$ cat src/crcbs_pkg.sv
package crcbs_pkg;

  localparam logic [31:0] CRC_POLY = 32'hEDB88320;
  localparam logic [31:0] CRC_INIT = 32'hFFFFFFFF;
  localparam logic [7:0]  FLAG_OCT = 8'h7E;

  typedef enum logic [1:0] {
    PH_IDLE,   // no frame open, next input opens one
    PH_DATA,   // payload bytes
    PH_CRC,    // four trailer bytes
    PH_CLOSE   // pad and closing flag
  } phase_t;

  typedef struct packed {
    logic       valid;
    logic [7:0] data;
    logic       last;
  } in_beat_t;

  typedef struct packed {
    logic [7:0] data;
    logic       last;
  } out_beat_t;

  // up to two output beats per core step; v1 only with v0
  typedef struct packed {
    logic      v0;
    logic      v1;
    out_beat_t b0;
    out_beat_t b1;
  } push_t;

  // stuffed bits of one byte, left aligned, n of them valid
  typedef struct packed {
    logic [9:0] bits;
    logic [3:0] n;
    logic [2:0] run;
  } stuff_t;

  function automatic logic [31:0] crc_byte(input logic [31:0] c_in, input logic [7:0] v);
    logic [31:0] c;
    c = c_in ^ {24'd0, v};
    for (int j = 0; j < 8; j++) begin
      if (c[0]) begin
        c = (c >> 1) ^ CRC_POLY;
      end else begin
        c = c >> 1;
      end
    end
    return c;
  endfunction

  // MSB first, zero after each fifth one in a row
  function automatic stuff_t stuff_byte(input logic [7:0] v, input logic [2:0] run_in);
    stuff_t     r;
    logic [2:0] run;
    logic [3:0] pos;
    r.bits = '0;
    run    = run_in;
    pos    = '0;
    for (int i = 7; i >= 0; i--) begin
      r.bits[4'd9 - pos] = v[i];
      pos = pos + 4'd1;
      if (v[i]) begin
        run = run + 3'd1;
      end else begin
        run = '0;
      end
      if (run == 3'd5) begin
        pos = pos + 4'd1;
        run = '0;
      end
    end
    r.n   = pos;
    r.run = run;
    return r;
  endfunction

endpackage

$ cat src/crc32_bit_stuffed_framer.sv
// HDLC-style framer with CRC-32 trailer and zero-bit stuffing.
//
// Slave side (s_*): payload bytes, s_tlast on the final byte of a frame.
// Master side (m_*): framed byte stream. Each frame is 0x7E, the stuffed
// payload, the stuffed CRC-32 (reflected, init all ones, inverted, sent
// low byte first, MSB first), zero padding of a partial byte, then 0x7E
// with m_tlast high.
//
// Each byte passes the input register and the output queue. The opening
// flag is pushed in the step that sees the first byte of a frame, that
// byte's beats in the step after. The core takes one step per cycle while
// the output queue has room, one input byte per payload step, giving 1 to
// 2 beats each. The master port drains one beat per cycle while m_tready
// is high. Per frame add one step for the opening flag, four for the
// trailer and one for pad plus closing flag.
// A beat is only pushed when the output queue has room for two, so a
// stalled receiver holds the core; the input register keeps accepting
// while the core consumes its byte, and s_tready falls once it is full and held.
// Reset (rst, synchronous) empties the queue and the input register and
// leaves the framer idle, waiting to open a frame.
module crc32_bit_stuffed_framer #(
  parameter int FIFO_DEPTH = 4   // output queue beats, at least 2
) (
  input  logic       clk,
  input  logic       rst,
  input  logic       s_tvalid,
  output logic       s_tready,
  input  logic [7:0] s_tdata,    // [7:0] data_byte
  input  logic       s_tlast,    // last_byte
  output logic       m_tvalid,
  input  logic       m_tready,
  output logic [7:0] m_tdata,    // [7:0] out_byte
  output logic       m_tlast     // end_of_frame
);
  import crcbs_pkg::*;

  in_beat_t in_reg;
  logic     take;
  logic     room_ok;
  push_t    push;

  // input register, refilled in the cycle the core consumes it
  assign s_tready = !in_reg.valid || take;

  always_ff @(posedge clk) begin
    if (rst) begin
      in_reg.valid <= 1'b0;
    end else if (s_tready) begin
      in_reg.valid <= s_tvalid;
    end
    if (s_tready && s_tvalid) begin
      in_reg.data <= s_tdata;
      in_reg.last <= s_tlast;
    end
  end

  crcbs_core u_core (
    .clk     (clk),
    .rst     (rst),
    .in_beat (in_reg),
    .room_ok (room_ok),
    .take    (take),
    .push    (push)
  );

  crcbs_out_fifo #(
    .DEPTH (FIFO_DEPTH)
  ) u_out_fifo (
    .clk      (clk),
    .rst      (rst),
    .push     (push),
    .room_ok  (room_ok),
    .m_tvalid (m_tvalid),
    .m_tready (m_tready),
    .m_tdata  (m_tdata),
    .m_tlast  (m_tlast)
  );

`ifndef SYNTH
  a_eof_is_flag: assert property (@(posedge clk) disable iff (rst)
    (m_tvalid && m_tlast) |-> m_tdata == FLAG_OCT)
    else $error("frame end beat is not a flag");
  a_take_needs_item: assert property (@(posedge clk) disable iff (rst)
    take |-> in_reg.valid && room_ok)
    else $error("core consumed an empty input register");
`endif

endmodule

$ cat src/crcbs_out_fifo.sv
module crcbs_out_fifo #(
  parameter int DEPTH = 4
) (
  input  logic                clk,
  input  logic                rst,
  input  crcbs_pkg::push_t    push,
  output logic                room_ok,
  output logic                m_tvalid,
  input  logic                m_tready,
  output logic [7:0]          m_tdata,   // out_byte
  output logic                m_tlast    // end_of_frame
);
  import crcbs_pkg::*;

  localparam int PW = (DEPTH > 1) ? $clog2(DEPTH) : 1;
  localparam int CW = $clog2(DEPTH + 1);

  out_beat_t        mem [DEPTH];
  logic [PW-1:0]    wp, rp;
  logic [CW-1:0]    count;
  logic [PW-1:0]    wp1, wp2, rp1;
  logic [CW-1:0]    count_next;
  logic             rd;

  function automatic logic [PW-1:0] inc(input logic [PW-1:0] p);
    return (p == PW'(DEPTH - 1)) ? '0 : p + PW'(1);
  endfunction

  assign wp1 = inc(wp);
  assign wp2 = inc(wp1);
  assign rp1 = inc(rp);

  assign rd       = m_tvalid && m_tready;
  assign m_tvalid = (count != '0);
  assign m_tdata  = mem[rp].data;
  assign m_tlast  = mem[rp].last;
  assign room_ok  = (count <= CW'(DEPTH - 2));

  assign count_next = count + CW'(push.v0) + CW'(push.v1) - CW'(rd);

  always_ff @(posedge clk) begin
    if (push.v0) begin
      mem[wp] <= push.b0;
    end
    if (push.v1) begin
      mem[wp1] <= push.b1;
    end
  end

  always_ff @(posedge clk) begin
    if (rst) begin
      wp    <= '0;
      rp    <= '0;
      count <= '0;
    end else begin
      count <= count_next;
      if (rd) begin
        rp <= rp1;
      end
      if (push.v1) begin
        wp <= wp2;
      end else if (push.v0) begin
        wp <= wp1;
      end
    end
  end

`ifndef SYNTH
  a_no_overflow: assert property (@(posedge clk) disable iff (rst)
    count <= CW'(DEPTH))
    else $error("output queue overflow");
  a_push_needs_room: assert property (@(posedge clk) disable iff (rst)
    push.v0 |-> $past(count_next) == count && count <= CW'(DEPTH - 2))
    else $error("beats pushed without room");
`endif

endmodule

$ cat src/crcbs_core.sv
module crcbs_core (
  input  logic                 clk,
  input  logic                 rst,
  input  crcbs_pkg::in_beat_t  in_beat,
  input  logic                 room_ok,
  output logic                 take,
  output crcbs_pkg::push_t     push
);
  import crcbs_pkg::*;

  phase_t      phase, phase_next;
  logic [31:0] crc, crc_next;
  logic [2:0]  ones, ones_next;
  logic [7:0]  acc, acc_next;     // pending bits, left aligned, zeros below
  logic [2:0]  held, held_next;
  logic [1:0]  idx, idx_next;     // trailer byte index

  logic [31:0] crc_upd;
  logic [31:0] fin;
  logic [7:0]  sel;
  stuff_t      sres;
  logic [23:0] win;
  logic [4:0]  total;
  logic        step;

  assign crc_upd = crc_byte(crc, in_beat.data);
  assign fin     = ~crc;
  assign sel     = (phase == PH_CRC) ? fin[{idx, 3'b000} +: 8] : in_beat.data;
  assign sres    = stuff_byte(sel, ones);
  assign win     = {acc, 16'd0} | ({sres.bits, 14'd0} >> held);
  assign total   = {2'b00, held} + {1'b0, sres.n};

  always_comb begin
    unique case (phase)
      PH_IDLE, PH_DATA: step = room_ok && in_beat.valid;
      default:          step = room_ok;
    endcase
  end

  // next state
  always_comb begin
    phase_next = phase;
    if (step) begin
      unique case (phase)
        PH_IDLE:  phase_next = PH_DATA;
        PH_DATA:  phase_next = in_beat.last ? PH_CRC : PH_DATA;
        PH_CRC:   phase_next = (idx == 2'd3) ? PH_CLOSE : PH_CRC;
        PH_CLOSE: phase_next = PH_IDLE;
      endcase
    end
  end

  // datapath and pushes
  always_comb begin
    take      = 1'b0;
    push      = '0;
    crc_next  = crc;
    ones_next = ones;
    acc_next  = acc;
    held_next = held;
    idx_next  = idx;
    if (step) begin
      unique case (phase)
        PH_IDLE: begin
          push.v0   = 1'b1;
          push.b0   = '{data: FLAG_OCT, last: 1'b0};
          crc_next  = CRC_INIT;
          ones_next = '0;
          acc_next  = '0;
          held_next = '0;
        end
        PH_DATA, PH_CRC: begin
          if (phase == PH_DATA) begin
            take     = 1'b1;
            crc_next = crc_upd;
            idx_next = '0;
          end else begin
            idx_next = idx + 2'd1;
          end
          ones_next = sres.run;
          push.b0   = '{data: win[23:16], last: 1'b0};
          push.b1   = '{data: win[15:8], last: 1'b0};
          if (total >= 5'd16) begin
            push.v0   = 1'b1;
            push.v1   = 1'b1;
            acc_next  = win[7:0];
            held_next = 3'(total - 5'd16);
          end else if (total >= 5'd8) begin
            push.v0   = 1'b1;
            acc_next  = win[15:8];
            held_next = 3'(total - 5'd8);
          end else begin
            acc_next  = win[23:16];
            held_next = total[2:0];
          end
        end
        PH_CLOSE: begin
          push.v0 = 1'b1;
          if (held != '0) begin
            push.v1 = 1'b1;
            push.b0 = '{data: acc, last: 1'b0};
            push.b1 = '{data: FLAG_OCT, last: 1'b1};
          end else begin
            push.b0 = '{data: FLAG_OCT, last: 1'b1};
          end
          crc_next  = CRC_INIT;
          ones_next = '0;
          acc_next  = '0;
          held_next = '0;
        end
      endcase
    end
  end

  always_ff @(posedge clk) begin
    if (rst) begin
      phase <= PH_IDLE;
      crc   <= CRC_INIT;
      ones  <= '0;
      acc   <= '0;
      held  <= '0;
      idx   <= '0;
    end else begin
      phase <= phase_next;
      crc   <= crc_next;
      ones  <= ones_next;
      acc   <= acc_next;
      held  <= held_next;
      idx   <= idx_next;
    end
  end

`ifndef SYNTH
  a_run_short: assert property (@(posedge clk) disable iff (rst)
    ones < 3'd5)
    else $error("ones run reached stuffing point without a zero");
  a_close_to_idle: assert property (@(posedge clk) disable iff (rst)
    (phase == PH_CLOSE && step) |=> phase == PH_IDLE && held == '0)
    else $error("frame close did not return to idle");
`endif

endmodule
$ cat config.mk
export PLATFORM = sky130hd
export DESIGN_NAME = crc32_bit_stuffed_framer
export DESIGN_NICKNAME = d
export VERILOG_FILES = /design/src/crcbs_pkg.sv /design/src/crc32_bit_stuffed_framer.sv /design/src/crcbs_out_fifo.sv /design/src/crcbs_core.sv
export SDC_FILE = /design/constraint.sdc
export NUM_CORES = 1
export LEC_CHECK = 0
export BUFFER_PORTS_ARGS = -buffer_cell sky130_fd_sc_hd__buf_2
export CORE_MARGIN = 3
export CORE_UTILIZATION = 40
export CTS_CLUSTER_DIAMETER = 200
export DETAILED_ROUTE_END_ITERATION = 8
export PLACE_DENSITY = 0.58
export RECOVER_POWER = 100
export SETUP_SLACK_MARGIN = 0.4
export SYNTH_ARGS = -nofsm -noshare
export SYNTH_HDL_FRONTEND = slang
export SYNTH_SLANG_ARGS = --single-unit
$ cat constraint.sdc
create_clock -name clk -period 12.8 [get_ports clk]
set_input_delay 0 -clock clk [delete_from_list [all_inputs] [get_ports clk]]
set_output_delay 0 -clock clk [all_outputs]
set_load 0.05 [all_outputs]
=== After elaboration in Yosys (flattened, before gate mapping) ===
Memories as Yosys holds them, arrays and structs flattened. A register that Yosys moved wholly into a read port is not among the register bits.
Cells that the tools add are included.

* Add/sub/neg operators: 39
* Magnitude comparators: 17
* Equality and inequality tests: 16
* Shifts and indexed selects: 2
* Multiplexer cells: 93
* Bitwise operators: 11
* Reduce and logical (&&, ||, !) cells: 21

{| class="wikitable"
|+ Operators with widths
! kind !! count
|-
| 32-bit 2-to-1 mux || 9
|-
| 13-bit inverter with 14-bit output || 8
|-
| 10-bit bitwise mux || 7
|-
| 32-bit case mux with 2 select lines || 1
|-
| 4-bit by 1-bit adder with 4-bit output (second input constant) || 14
|-
| 3-bit 2-to-1 mux || 18
|-
| 4-bit by 5-bit less-than comparator with 1-bit output (second input constant) || 7
|-
| 8-bit 2-to-1 mux || 4
|-
| 32-bit inverter || 1
|-
| 32-bit by 6-bit indexed part select with 8-bit output || 1
|-
| 32-bit by 8-bit XOR with 32-bit output || 1
|-
| 1-bit demux with 4-bit select || 7
|-
| 4-bit by 1-bit >= comparator with 1-bit output (second input constant) || 7
|-
| 4-bit 2-to-1 mux || 7
|-
| 4-bit subtractor (first input constant) || 7
|-
| 9-bit case mux with 3 select lines || 1
|-
| 3-bit by 1-bit adder with 3-bit output (second input constant) || 8
|-
| 3-bit equality test (second input constant) || 8
|-
| 24-bit OR || 1
|-
| 24-bit by 3-bit right shift with 24-bit output || 1
|-
| 1-bit 2-to-1 mux || 20
|-
| 2-bit 2-to-1 mux || 10
|-
| 20-bit 2-to-1 mux || 1
|-
| 9-bit case mux with 2 select lines || 1
|-
| other kinds (24) || 49
|}

* Bits in registers: 67
* Memory bits (writable): 36
* Bits of input ports: 13
* Output and inout bits: 11
* Logic and storage cells: 212
* Memories kept: 1

{| class="wikitable"
|+ Memory list
! memory !! words !! width !! rd ports !! clocked after memory_dff !! wr ports !! line !! RTL
|-
| u_out_fifo.mem || 4 || 9 || 1 || 1 || 2 || crcbs_out_fifo.sv:18 || <nowiki>out_beat_t mem [DEPTH];</nowiki>
|}

=== Depth between registers and ports, before layout ===
Gate-level depths: netlist of the first run.

* Depth after elaboration: 43
* Mapped depth: 57
* Gate-level depth less buffers: 54

=== Cells and area by module ===
From an unflattened synthesis of the first run, not the netlist that was laid out.

* Cells, all modules: 1019
* Area, all modules: 9431.5 µm²

{| class="wikitable"
|+ Modules (own cells, without submodules)
! module !! instances !! cells each !! area each (µm²) !! sequential area each (µm²)
|-
| crcbs_core || 1 || 860 || 6829.0 || 1001.0
|-
| crcbs_out_fifo || 1 || 145 || 2277.2 || 1261.2
|-
| crc32_bit_stuffed_framer || 1 || 14 || 325.3 || 290.3
|}

=== Worst setup path before layout of the first run ===
Ideal clock, no wire load.

* Path kind: register to register
* From: register u_core.phase[0]
* To: register u_out_fifo.count[1]
* Library setup time: 0.122 ns
* Data arrival time: 11.418 ns
* Data required time: 12.678 ns
* Setup slack: 1.261 ns
* Cell stages (with the launch flop): 55
* Path buffers: 3
* Period minus slack after synthesis: 11.539 ns
* Path through: dfxtp_1 > inv_1 > ha_1 > clkbuf_1 > nand2_1 > o22a_4 > a21boi_2 > ha_1 > inv_1 > o41ai_1 > or2_2 > nor2_1 > ha_1 > or4_4 > a21oi_1 > nor2_1 > ha_1 > clkbuf_1 > [19 not listed] > nor2b_1 > o2111a_1 > a2111oi_1 > or4_1 > nor2_1 > xnor2_1 > ha_1 > a21o_1 > nand2_1 > nor3_1 > mux2_4 > a21oi_2 > inv_1 > ha_1 > fa_1 > inv_1 > fa_1 > nor2b_1

* Longest elaborated chain between the ends: 42
* Elaborated cells on any way between the ends: 73
* Those cells by class: add/sub (25); order compare (2); eq/ne (11); mux (31); reduce/logical (4)

{| class="wikitable"
|+ Ends and longest elaborated chain
! item !! line !! RTL
|-
| from (decl) || crcbs_core.sv:11 || <nowiki>phase_t phase, phase_next;</nowiki>
|-
| from (signal assigned) || crcbs_core.sv:124 || <nowiki>phase <= phase_next;</nowiki>
|-
| branches (longest 38 deep; another with 4-bit by 1-bit adder with 4-bit output) || - ||
|-
| 20-bit 2-to-1 mux * || crcbs_core.sv:62 || <nowiki>if (step) begin</nowiki>
|-
| 3-bit by 1-bit adder with 3-bit output || crcbs_out_fifo.sv:39 || <nowiki>assign count_next = count + CW'(push.v0) + CW'(push.v1) - CW'(rd);</nowiki>
|-
| 3-bit by 1-bit adder with 3-bit output * || crcbs_out_fifo.sv:39 ||
|-
| 3-bit by 1-bit subtractor with 3-bit output * || crcbs_out_fifo.sv:39 ||
|-
| via u_out_fifo.count_next[1] || crcbs_out_fifo.sv:22 || <nowiki>logic [CW-1:0] count_next;</nowiki>
|-
| to (signal assigned) || crcbs_out_fifo.sv:56 || <nowiki>count <= count_next;</nowiki>
|-
| to (decl) || crcbs_out_fifo.sv:20 || <nowiki>logic [CW-1:0] count;</nowiki>
|}

Mark *: on every way through the listed nets, which the timed path passes.
A chain may end at the register's enable or synchronous reset.

=== Worst setup path in the final report of the first run ===
Ends and elaborated chain as after synthesis.

==> results of run 1 <==
[how the worst max path moves through the flow]
stage                          startpoint                   to  slack, ns
after detailed placement  u_core.phase[0]  u_out_fifo.count[1]       0.44
final                     u_core.phase[0]  u_out_fifo.count[1]       1.03
after global routing      u_core.phase[0]  u_out_fifo.count[1]       0.21
after floorplan           u_core.phase[0]  u_out_fifo.count[1]       1.26
after global placement    u_core.phase[0]  u_out_fifo.count[1]       0.90
after CTS                 u_core.phase[0]  u_out_fifo.count[1]       0.56
[power by group through the flow]
stage	clock (mW)	combinational, mW	sequential (mW)
after global routing	0.307	1.32	0.478
after floorplan	0	0.980	0.454
after global placement	0	1.19	0.477
after detailed placement	0	1.20	0.478
final	0.288	1.21	0.470
after CTS	0.293	1.21	0.471
[logic make-up after synthesis]
logic type,Yosys count
compound gates,263
xor+xnor,107
fa+ha+maj,62
buf+inv,96
flops,105
mux,82
simple gates,364
[per-layer routing]
layer / share of wire / vias up / global-route usage
met1: 0.46 / 3826 / 0.2514
met5: 0 / - / 0
met3: 0.035 / 32 / 0.02474
li1: - / 3969 / -
met4: 0.016 / 0 / 0.03877
met2: 0.49 / 171 / 0.3215
[critical path: cells and delay by family (launching register included)]
kind / cells / cell delay (ns)
AOI/OAI and AO/OA: 9 / 1.74
adders and majority gates: 13 / 4.44
buffers and inverters: 6 / 0.73
DFF: 1 / 0.35
muxes: 3 / 0.69
and+or+nand+nor: 20 / 3.66
[layout make-up]
class,count,area share
multi-input cells,878,0.6487
flip-flops and latches,105,0.2413
inverters,46,0.01632
clock inverters,7,0.007924
well taps,319,0.03773
clock buffers,9,0.02129
repair buffers,45,0.02673
[through the flow]
step	power (mW)	cell area, um^2	util
floorplan	1.434	9762	-
global placement	1.671	10150	0.4273
detailed placement	1.679	10150	0.4273
CTS	1.974	10560	0.4447
global route	2.106	10580	0.4454
finish	1.967	10580	0.4454
[placed cells by master (no fill, tap or decap), drive strengths merged, types with 16 or more instances in the layout]
master / count
edfxtp: 45
a211oi: 18
nand2b: 44
xnor2: 67
clkbuf: 23
o21ai: 43
inv: 49
and2: 18
nor3: 24
a22oi: 17
nor2: 79
dfxtp: 60
mux4: 16
nand2: 90
mux2i: 53
xor2: 35
o22ai: 33
buf: 21
ha: 58
a21oi: 62
nand3: 35
[repair_timing]
item / 4_1_cts / 5_1_grt
hold buffers: 10 / 0
endpoints found under the hold margin: 10 / 0
resized for setup: 1 / 12
endpoints found under the setup margin: 1 / 74
buffers inserted: 0 / 1
pin swaps: 0 / 1
==> summary.txt, run 1 <==
Run status
  – Status: complete, but fails checks
  – Failing checks: capacitance limit, slew limit

STA
  – Max-slew violation count: between 60 and 70
  – Crit share post-route: 0.9192
  – Worst hold slack: slightly above 0.03 ns
  – RSZ-0062 raised after global routing: no
  – Peak Freq: between 0.08 and 0.09 GHz
  – Skew final: approximately 0.014 ns
  – Setup TNS: 0 ns
  – Final hold viol count: 0
  – Final setup vio count: 0
  – Min Tclk post-route: between 10 and 15 ns
  – Relative slew slack: -0.1532
  – Slew of the pin with the lowest slew margin: between 1.5 and 2 ns
  – Final WS setup: 1.034 ns

Critical path
  – Worst r2r dst: u_out_fifo.count[1]
  – CP Capture Type: register
  – Worst R2R Setup Slack: between 1 and 1.5 ns
  – Max FO, Critical Path: 10
  – Critical R2R Launch: u_core.phase[0]
  – Slowest CP cell: or4_4
  – Critical Path RT: around 13 ns
  – Most used cell, CP: ha_1
  – Startpoint types: register
  – Crit path kind: register to register
  – Worst EP arrival: around 12 ns
  – Max stage delay on crit path: between 0.5 and 0.6 ns
  – Reg2reg path depth: just over 50

Clock network
  – Sink Count: approximately 110
  – CTS H-Tree Depth: 3
  – CTS Buf Count: 9
  – Root Driver: clkbuf_16
  – Clock Path Buffers: 2
  – Reg clk slew, reported paths: around 0.07 ns
  – Worst skew pair latency: 0.35 ns
  – CTS tree: yes

Place
  – Final GP Congestion: between 0.8 and 0.9
  – Dpl ws: between 0.4 and 0.5 ns
  – Detailed Place HPWL: between 15 and 20 mm
  – Port Buf Inserts: 23
  – Placed insts: around 1400

Pwr
  – Power per cell area: 186.0 mW/mm^2
  – Worst ir drop on vdd: 0.08498 mV
  – Combinational fraction of design power: 0.615
  – Clock Power Share: 0.146
  – Sw Ratio: 0.4682
  – Net Sw Power: between 0.9 and 1 mW
  – Internal power: 1.046 mW
  – Leak Pwr: 3.756 nW
  – Sequential share of power: 0.239

Final layout
  – Nets: around 1200
  – Fillcell total: 2332
  – Max FFs per register: 36
  – Fraction of layout cells with a size suffix above 1: 0.1156
  – Cell Count, Final, Fillers Out: 1409
  – Multi-input logic area: around 0.0069 mm^2
  – Diode count: 0
  – Synthesis-to-finish area growth: 8.370%
  – FF/Latch Area: between 0.002 and 0.003 mm^2

GRT
  – Largest net degree at the start of global routing: 56
  – GRT overflow: 0
  – Global-route wire length before repair: slightly above 40 mm
  – Global-route usage over all layers: 0.1867
  – Initial antenna violation count: 0
  – Number of global-route vias before repair: around 7700

Detailed routing
  – Vias post-DR: ~8000
  – DRC violations left: 0
  – DRT antenna net count: 0
  – Total wire length: between 20 and 25 mm
  – Pre-Repair DR Iteration Count: 5
  – Vias per std cell: about 5.7
  – WL/cell: between 15 and 20 um
  – Initial DRC Count: approximately 540

Floorplanning
  – Boundary Pins: 24
  – Core Box Area: 0.02375 mm^2
  – Floorplan row count: 56
  – Die Y: ~160 um
  – Initial core utilization: 0.4110
  – Die width: 162.2 um
  – Die Area: 0.02632 mm^2

Hold path
  – Hold path depth: 4
  – HP Start: m_tready
  – Hold Crit Endpoint: u_out_fifo.rp[1]
  – Worst hold path class: primary input to register

Synthesis
  – Post-synthesis mux area share: 0.1109
  – Post-Synth Simple-Gate Area: 0.1964
  – Post-Synth Adder-Cell Area: 0.08254
  – Mapped Area: ~0.01 mm^2
  – Most common cell in the synthesized netlist: nand2_1
  – Synth Area in Compound Gates: 0.1941
  – Combinational family with the most area after synthesis: simple AND/OR/NAND/NOR gates
  – Post-Syn Instances: ~1100
  – Cell variety after synth: 101
  – Most instantiated cells after synthesis: 90 x nand2_1, 77 x nor2_1, 61 x xnor2_1
  – Post-synth ARST share: 0
  – Post-synth EDFFs: between 40 and 50
  – Flops & latches, synth: roughly 110
  – Post-Syn Nets: approximately 1200
  – Share of the synthesized area in the top cell type: 0.1384
  – Xor and xnor fraction of the mapped netlist area: 0.1154
  – Register area share after synthesis: 0.2615
  – Largest cells by area after synthesis: edfxtp_1 14%, dfxtp_1 12%, ha_1 7.4%, xnor2_1 5.5%, mux2i_1 5.1%
  – Yosys warnings: 0
  – Area leader, netlist: edfxtp_1
  – Most used DFF post-synth: dfxtp_1
  – Syn_area_per_cell: about 9.0 um^2

Job
  – MaxCap Viol Count: 2
(Power assumes the default switching activity.)
==> run 2, diff against run 1 <==
- PLACE_DENSITY: 0.58 -> default
- PLACE_DENSITY_LB_ADDON: default -> 0.2
==> run 2 against run 1 <==
  * The run still ends with capacitance limit, slew limit left
  * Clock skew fell by 0.0063 ns
  * Utilization fell by 0.063 points
  * Worst setup slack got worse by 0.053 ns
  * Via count fell by 0.54%
  * Die area did not move
  * Critical path type unchanged
  * Largest power group unchanged
  * Highest routed layer unchanged
==> summary.txt, run 2 (synthesis gave the netlist of run 1 again) <==
Critical path
  – Most used cell, CP: ha_1
  – Critical Path RT: approximately 13 ns
  – Max FO, Critical Path: 10
  – Slowest CP cell: or4_4
  – Crit path buf inv count: 5
  – Startpoint types: register
  – Cell family with most CP delay: adder cells
  – Crit path kind: register to register
  – Max stage delay on crit path: ~0.57 ns
  – CP Capture Type: register
  – Worst EP arrival: around 12 ns

Detailed routing
  – Vias per std cell: approximately 5.6
  – Vias post-DR: between 7000 and 8000
  – DRC violations left: 0
  – Initial DRC Count: approximately 500
  – DRT antenna net count: 0
  – WL/cell: approximately 17 um
  – Pre-Repair DR Iteration Count: 5
  – Total wire length: between 20 and 25 mm

Clock network
  – CTS Buf Count: 9
  – Clock Path Buffers: 2
  – Worst skew pair latency: approximately 0.35 ns
  – Root Driver: clkbuf_16
  – CTS H-Tree Depth: 3
  – Reg clk slew, reported paths: 0.08 ns
  – Sink Count: between 100 and 150
  – CTS tree: yes

Floorplanning
  – Die Y: between 150 and 200 um
  – Core Box Area: around 0.024 mm^2
  – Die Area: 0.02632 mm^2
  – Floorplan row count: 56
  – Die width: 162.2 um
  – Initial core utilization: 0.4110
  – Boundary Pins: 24

Final layout
  – FF/Latch Area: 0.002552 mm^2
  – Multi-input logic area: about 0.0069 mm^2
  – Fillcell total: ~2300
  – Synthesis-to-finish area growth: 8.216%
  – Commonest non-fill, non-tap cell in the layout: nand2_1
  – Fraction of layout cells with a size suffix above 1: 0.1175
  – Cell Count, Final, Fillers Out: 1408
  – Max FFs per register: 36
  – Nets: around 1200
  – Diode count: 0
  – Most frequent cells in the layout: 90 x nand2_1, 76 x nor2_1, 61 x xnor2_1

Place
  – Dpl ws: 0.3029 ns
  – Port Buf Inserts: 23
  – Detailed Place HPWL: around 19 mm
  – Final GP Congestion: slightly below 0.9
  – Placed insts: between 1000 and 1500

STA
  – Setup TNS: 0 ns
  – Final hold viol count: 0
  – Crit share post-route: 0.9234
  – Slew of the pin with the lowest slew margin: approximately 1.8 ns
  – Skew final: 0.007586 ns
  – Max-slew violation count: about 70
  – Relative slew slack: -0.1753
  – Peak Freq: between 0.08 and 0.09 GHz
  – RSZ-0062 raised after global routing: no
  – Final setup vio count: 0
  – Final WS setup: slightly below 1 ns
  – Min Tclk post-route: roughly 12 ns

GRT
  – Global-route wire length before repair: about 41 mm
  – Initial antenna violation count: 0
  – Global-route usage over all layers: 0.1889
  – GRT overflow: 0
  – Number of global-route vias before repair: between 7000 and 8000
  – Largest net degree at the start of global routing: 56

Pwr
  – Worst ir drop on vdd: around 0.074 mV
  – Power per cell area: about 180 mW/mm^2
  – Leak Pwr: between 3 and 4 nW

Hold path
  – Worst hold path class: primary input to register

Run status
  – Failing checks: capacitance limit, slew limit
  – Status: complete, but fails checks

Job
  – MaxCap Viol Count: 2
==> run 2: cell types whose count changed in the layout (fill, tap and decap cells not counted), sizes merged <==
cell	previous run	this run
clkinv	2	3
clkbuf	23	22
clkinvlp	1	0
bufinv	1	0
inv	49	50
==> run 2: area by class of cell <==
class	count	area share
inverters	46	0.01634
repair buffers	44	0.02641
clock buffers	9	0.02132
well taps	319	0.03778
clock inverters	7	0.005804
multi-input cells	878	0.6507
flip-flops and latches	105	0.2416
==> run 2: final timing paths <==
check / startpoint / end / slack, ns / cells after the start
worst max-delay path: u_core.ones[0] / u_out_fifo.count[1] / 0.98 / 50
worst min-delay path: m_tready / u_out_fifo.rp[1] / 0.04 / 4
worst max register to register: u_core.ones[0] / u_out_fifo.count[1] / 0.98 / 50
worst min register to register: u_out_fifo.rp[1] / u_out_fifo.rp[1] / 0.49 / 2
==> run 2: report_power, final <==
part / leakage [nW] / internal [mW] / switching, mW / total [mW]
clock network: 0.142 / 0.136 / 0.134 / 0.270
logic: 2.68 / 0.468 / 0.737 / 1.21
registers: 0.909 / 0.423 / 0.0463 / 0.469
==> run 2: repair_timing <==
item | in CTS | in global routing
hold buffers | 10 | 0
endpoints found under the setup margin | 1 | 76
hold endpoints to repair | 10 | 0
setup buffers | 0 | 1
resized for setup | 1 | 12
pin swaps | 0 | 1
==> run 2: worst min-delay path: stages <==
cell	delay (ns)
buf_2	0.08
nand2_1	0.09
nand2_1	0.09
a21oi_1	0.07
==> run 2: routing by layer <==
metal / vias up / GRT usage / routed length [um]
met4: 0 / 0.03645 / 333
met5: - / 0 / 0
met2: 179 / 0.3274 / 11930
li1: 3980 / - / -
met1: 3773 / 0.2571 / 11520
met3: 23 / 0.01938 / 764
==> run 2: through the flow <==
step	instance area (um^2)	utilization	power [mW]	hold WS, ns
detailed placement	10140	0.4270	1.670	0.1790
global route	10560	0.4447	2.091	0.05473
finish	10560	0.4447	1.945	0.04141
global placement	10140	0.4270	1.670	0.1769
floorplan	9762	-	1.434	0.09887
CTS	10530	0.4435	1.949	0.03790
==> run 3, diff against run 2 <==
- PLACE_DENSITY: default -> 0.62
- PLACE_DENSITY_LB_ADDON: 0.2 -> default
==> run 3 against run 2 <==
  * The flow still finishes with violations (capacitance limit, slew limit)
  * Combinational power barely moved
  * Global-route usage fell by 0.24 points
  * Routed wire length barely moved
  * Cell count did not move
  * Die area did not move
  * Clock power rose by 7.8%
  * Critical path type unchanged
  * Sequential power barely moved
  * Register-to-register slack improved by 0.13 ns
  * Critical endpoint unchanged
  * Via count rose by 1.3%
  * Worst setup slack improved by 0.13 ns
==> summary.txt, run 3 (synthesis gave the netlist of run 1 again) <==
Critical path
  – Critical R2R Launch: u_core.phase[0]
  – Most used cell, CP: ha_1
  – Worst EP arrival: between 10 and 15 ns
  – Max stage delay on crit path: 0.57 ns
  – Crit path buf inv count: 6
  – Worst r2r dst: u_out_fifo.count[1]
  – Cell family with most CP delay: adder cells
  – CP Capture Type: register
  – Slowest CP cell: or4_4
  – Crit path kind: register to register
  – Reg2reg path depth: 51
  – Startpoint types: register
  – CP Depth: 51
  – CP Capture Point: u_out_fifo.count[1]
  – CP startpoint: u_core.phase[0]
  – Worst R2R Setup Slack: between 1 and 1.5 ns
  – Max FO, Critical Path: 10
  – Critical Path RT: approximately 13 ns

Clock network
  – Worst skew pair latency: approximately 0.36 ns
  – CTS Buf Count: 9
  – Clock Path Buffers: 2
  – CTS tree: yes
  – Sink Count: roughly 110
  – Root Driver: clkbuf_16
  – # Post-CTS Setup Buffers: 0
  – Reg clk slew, reported paths: roughly 0.070 ns
  – CTS H-Tree Depth: 3

STA
  – Final hold viol count: 0
  – Final setup vio count: 0
  – Crit share post-route: 0.9132
  – Relative slew slack: -0.1405
  – Slew of the pin with the lowest slew margin: approximately 1.7 ns
  – Max-slew violation count: just under 70
  – Skew final: approximately 0.011 ns
  – Min Tclk post-route: around 12 ns
  – Peak Freq: ~0.086 GHz
  – RSZ-0062 raised after global routing: no
  – Setup TNS: 0 ns

Final layout
  – Post-route design area: about 0.011 mm^2
  – Most frequent cells in the layout: 90 x nand2_1, 75 x nor2_1, 62 x xnor2_1
  – Synthesis-to-finish area growth: 8.049%
  – Diode count: 0
  – Max FFs per register: 36
  – Fraction of layout cells with a size suffix above 1: 0.1139
  – Cell Count, Final, Fillers Out: about 1400
  – Commonest non-fill, non-tap cell in the layout: nand2_1
  – Nets: about 1200

Floorplanning
  – Core Box Area: roughly 0.024 mm^2
  – Initial core utilization: 0.4110
  – Die Y: ~160 um
  – Floorplan row count: 56
  – Boundary Pins: 24
  – Die Area: 0.02632 mm^2
  – Die width: about 160 um

Pwr
  – Leak Pwr: approximately 3.7 nW
  – Worst ir drop on vdd: between 0.08 and 0.09 mV
  – Power per cell area: about 190 mW/mm^2

GRT
  – Initial antenna violation count: 0
  – Global-route wire length before repair: between 40 and 50 mm
  – Global-route usage over all layers: 0.1864
  – Largest net degree at the start of global routing: between 50 and 60
  – GRT overflow: 0
  – Number of global-route vias before repair: 7806

Run status
  – Status: complete, but fails checks
  – Failing checks: capacitance limit, slew limit

Detailed routing
  – WL/cell: approximately 17 um
  – Total wire length: roughly 25 mm
  – Pre-Repair DR Iteration Count: 7
  – Vias per std cell: around 5.7
  – Vias post-DR: between 8000 and 9000
  – Initial DRC Count: 653
  – DRC violations left: 0
  – DRT antenna net count: 0

Place
  – Detailed Place HPWL: 18.72 mm
  – Placed cell area: slightly above 0.01 mm^2
  – Placed insts: roughly 1400
  – Final GP Congestion: roughly 0.86
  – Port Buf Inserts: 23

Hold path
  – Worst hold path class: primary input to register

Job
  – MaxCap Viol Count: 2
run 3: cell type report:
cell class / count / area [um^2]
repair buffers: 44 / 277.8
clock inverters: 7 / 78.83
flip-flops and latches: 105 / 2554
well taps: 319 / 399.1
fillers: 2336 / 13210
clock buffers: 9 / 225.2
multi-input cells: 878 / 6840
inverters: 46 / 172.7
run 3: how the worst min path moves through the flow:
stage / start / endpoint / slack [ns] / depth (start not counted)
after CTS: m_tready / u_out_fifo.rp[1] / 0.04 / 4
after floorplan: s_tlast / in_reg[0] / 0.1 / 0
after global placement: s_tdata[2] / in_reg[3] / 0.18 / 1
after global routing: m_tready / u_out_fifo.rp[1] / 0.07 / 4
after detailed placement: s_tdata[6] / in_reg[7] / 0.18 / 1
final: m_tready / u_out_fifo.rp[1] / 0.04 / 4
run 3: per-stage QoR:
step / setup slack, ns / power [mW] / util / hold slack (ns)
2_1_floorplan: 1.261 / 1.434 / - / 0.09887
3_3_place_gp: 0.7455 / 1.660 / 0.4273 / 0.1765
3_5_place_dp: 0.3851 / 1.672 / 0.4273 / 0.1787
4_1_cts: 0.4973 / 1.966 / 0.4445 / 0.04339
5_1_grt: 0.2437 / 2.097 / 0.4441 / 0.06884
6_report: 1.111 / 1.957 / 0.4441 / 0.04270
run 3: metal layers:
layer	GRT usage	up-vias	routed length, um
met1	0.2511	3836	11290
met5	0	-	0
met3	0.02448	33	1069
met2	0.3202	221	11800
li1	-	3972	-
met4	0.04033	0	415
run 3: report_power, final:
group          switching, mW  total [mW]  internal, mW
registers             0.0483       0.471         0.423
clock network          0.137       0.291         0.154
logic                  0.731        1.19         0.463
total                  0.917        1.96          1.04
run 3: tightest hold or removal path: stages:
cell,delay (ns)
buf_2,0.08
nand2_1,0.10
nand2_1,0.09
a21oi_1,0.07
run 3: repair_timing:
action,in CTS,in global routing
hold endpoints to repair,10,0
hold buffers,10,0
endpoints found under the setup margin,1,78
resized for setup,1,15
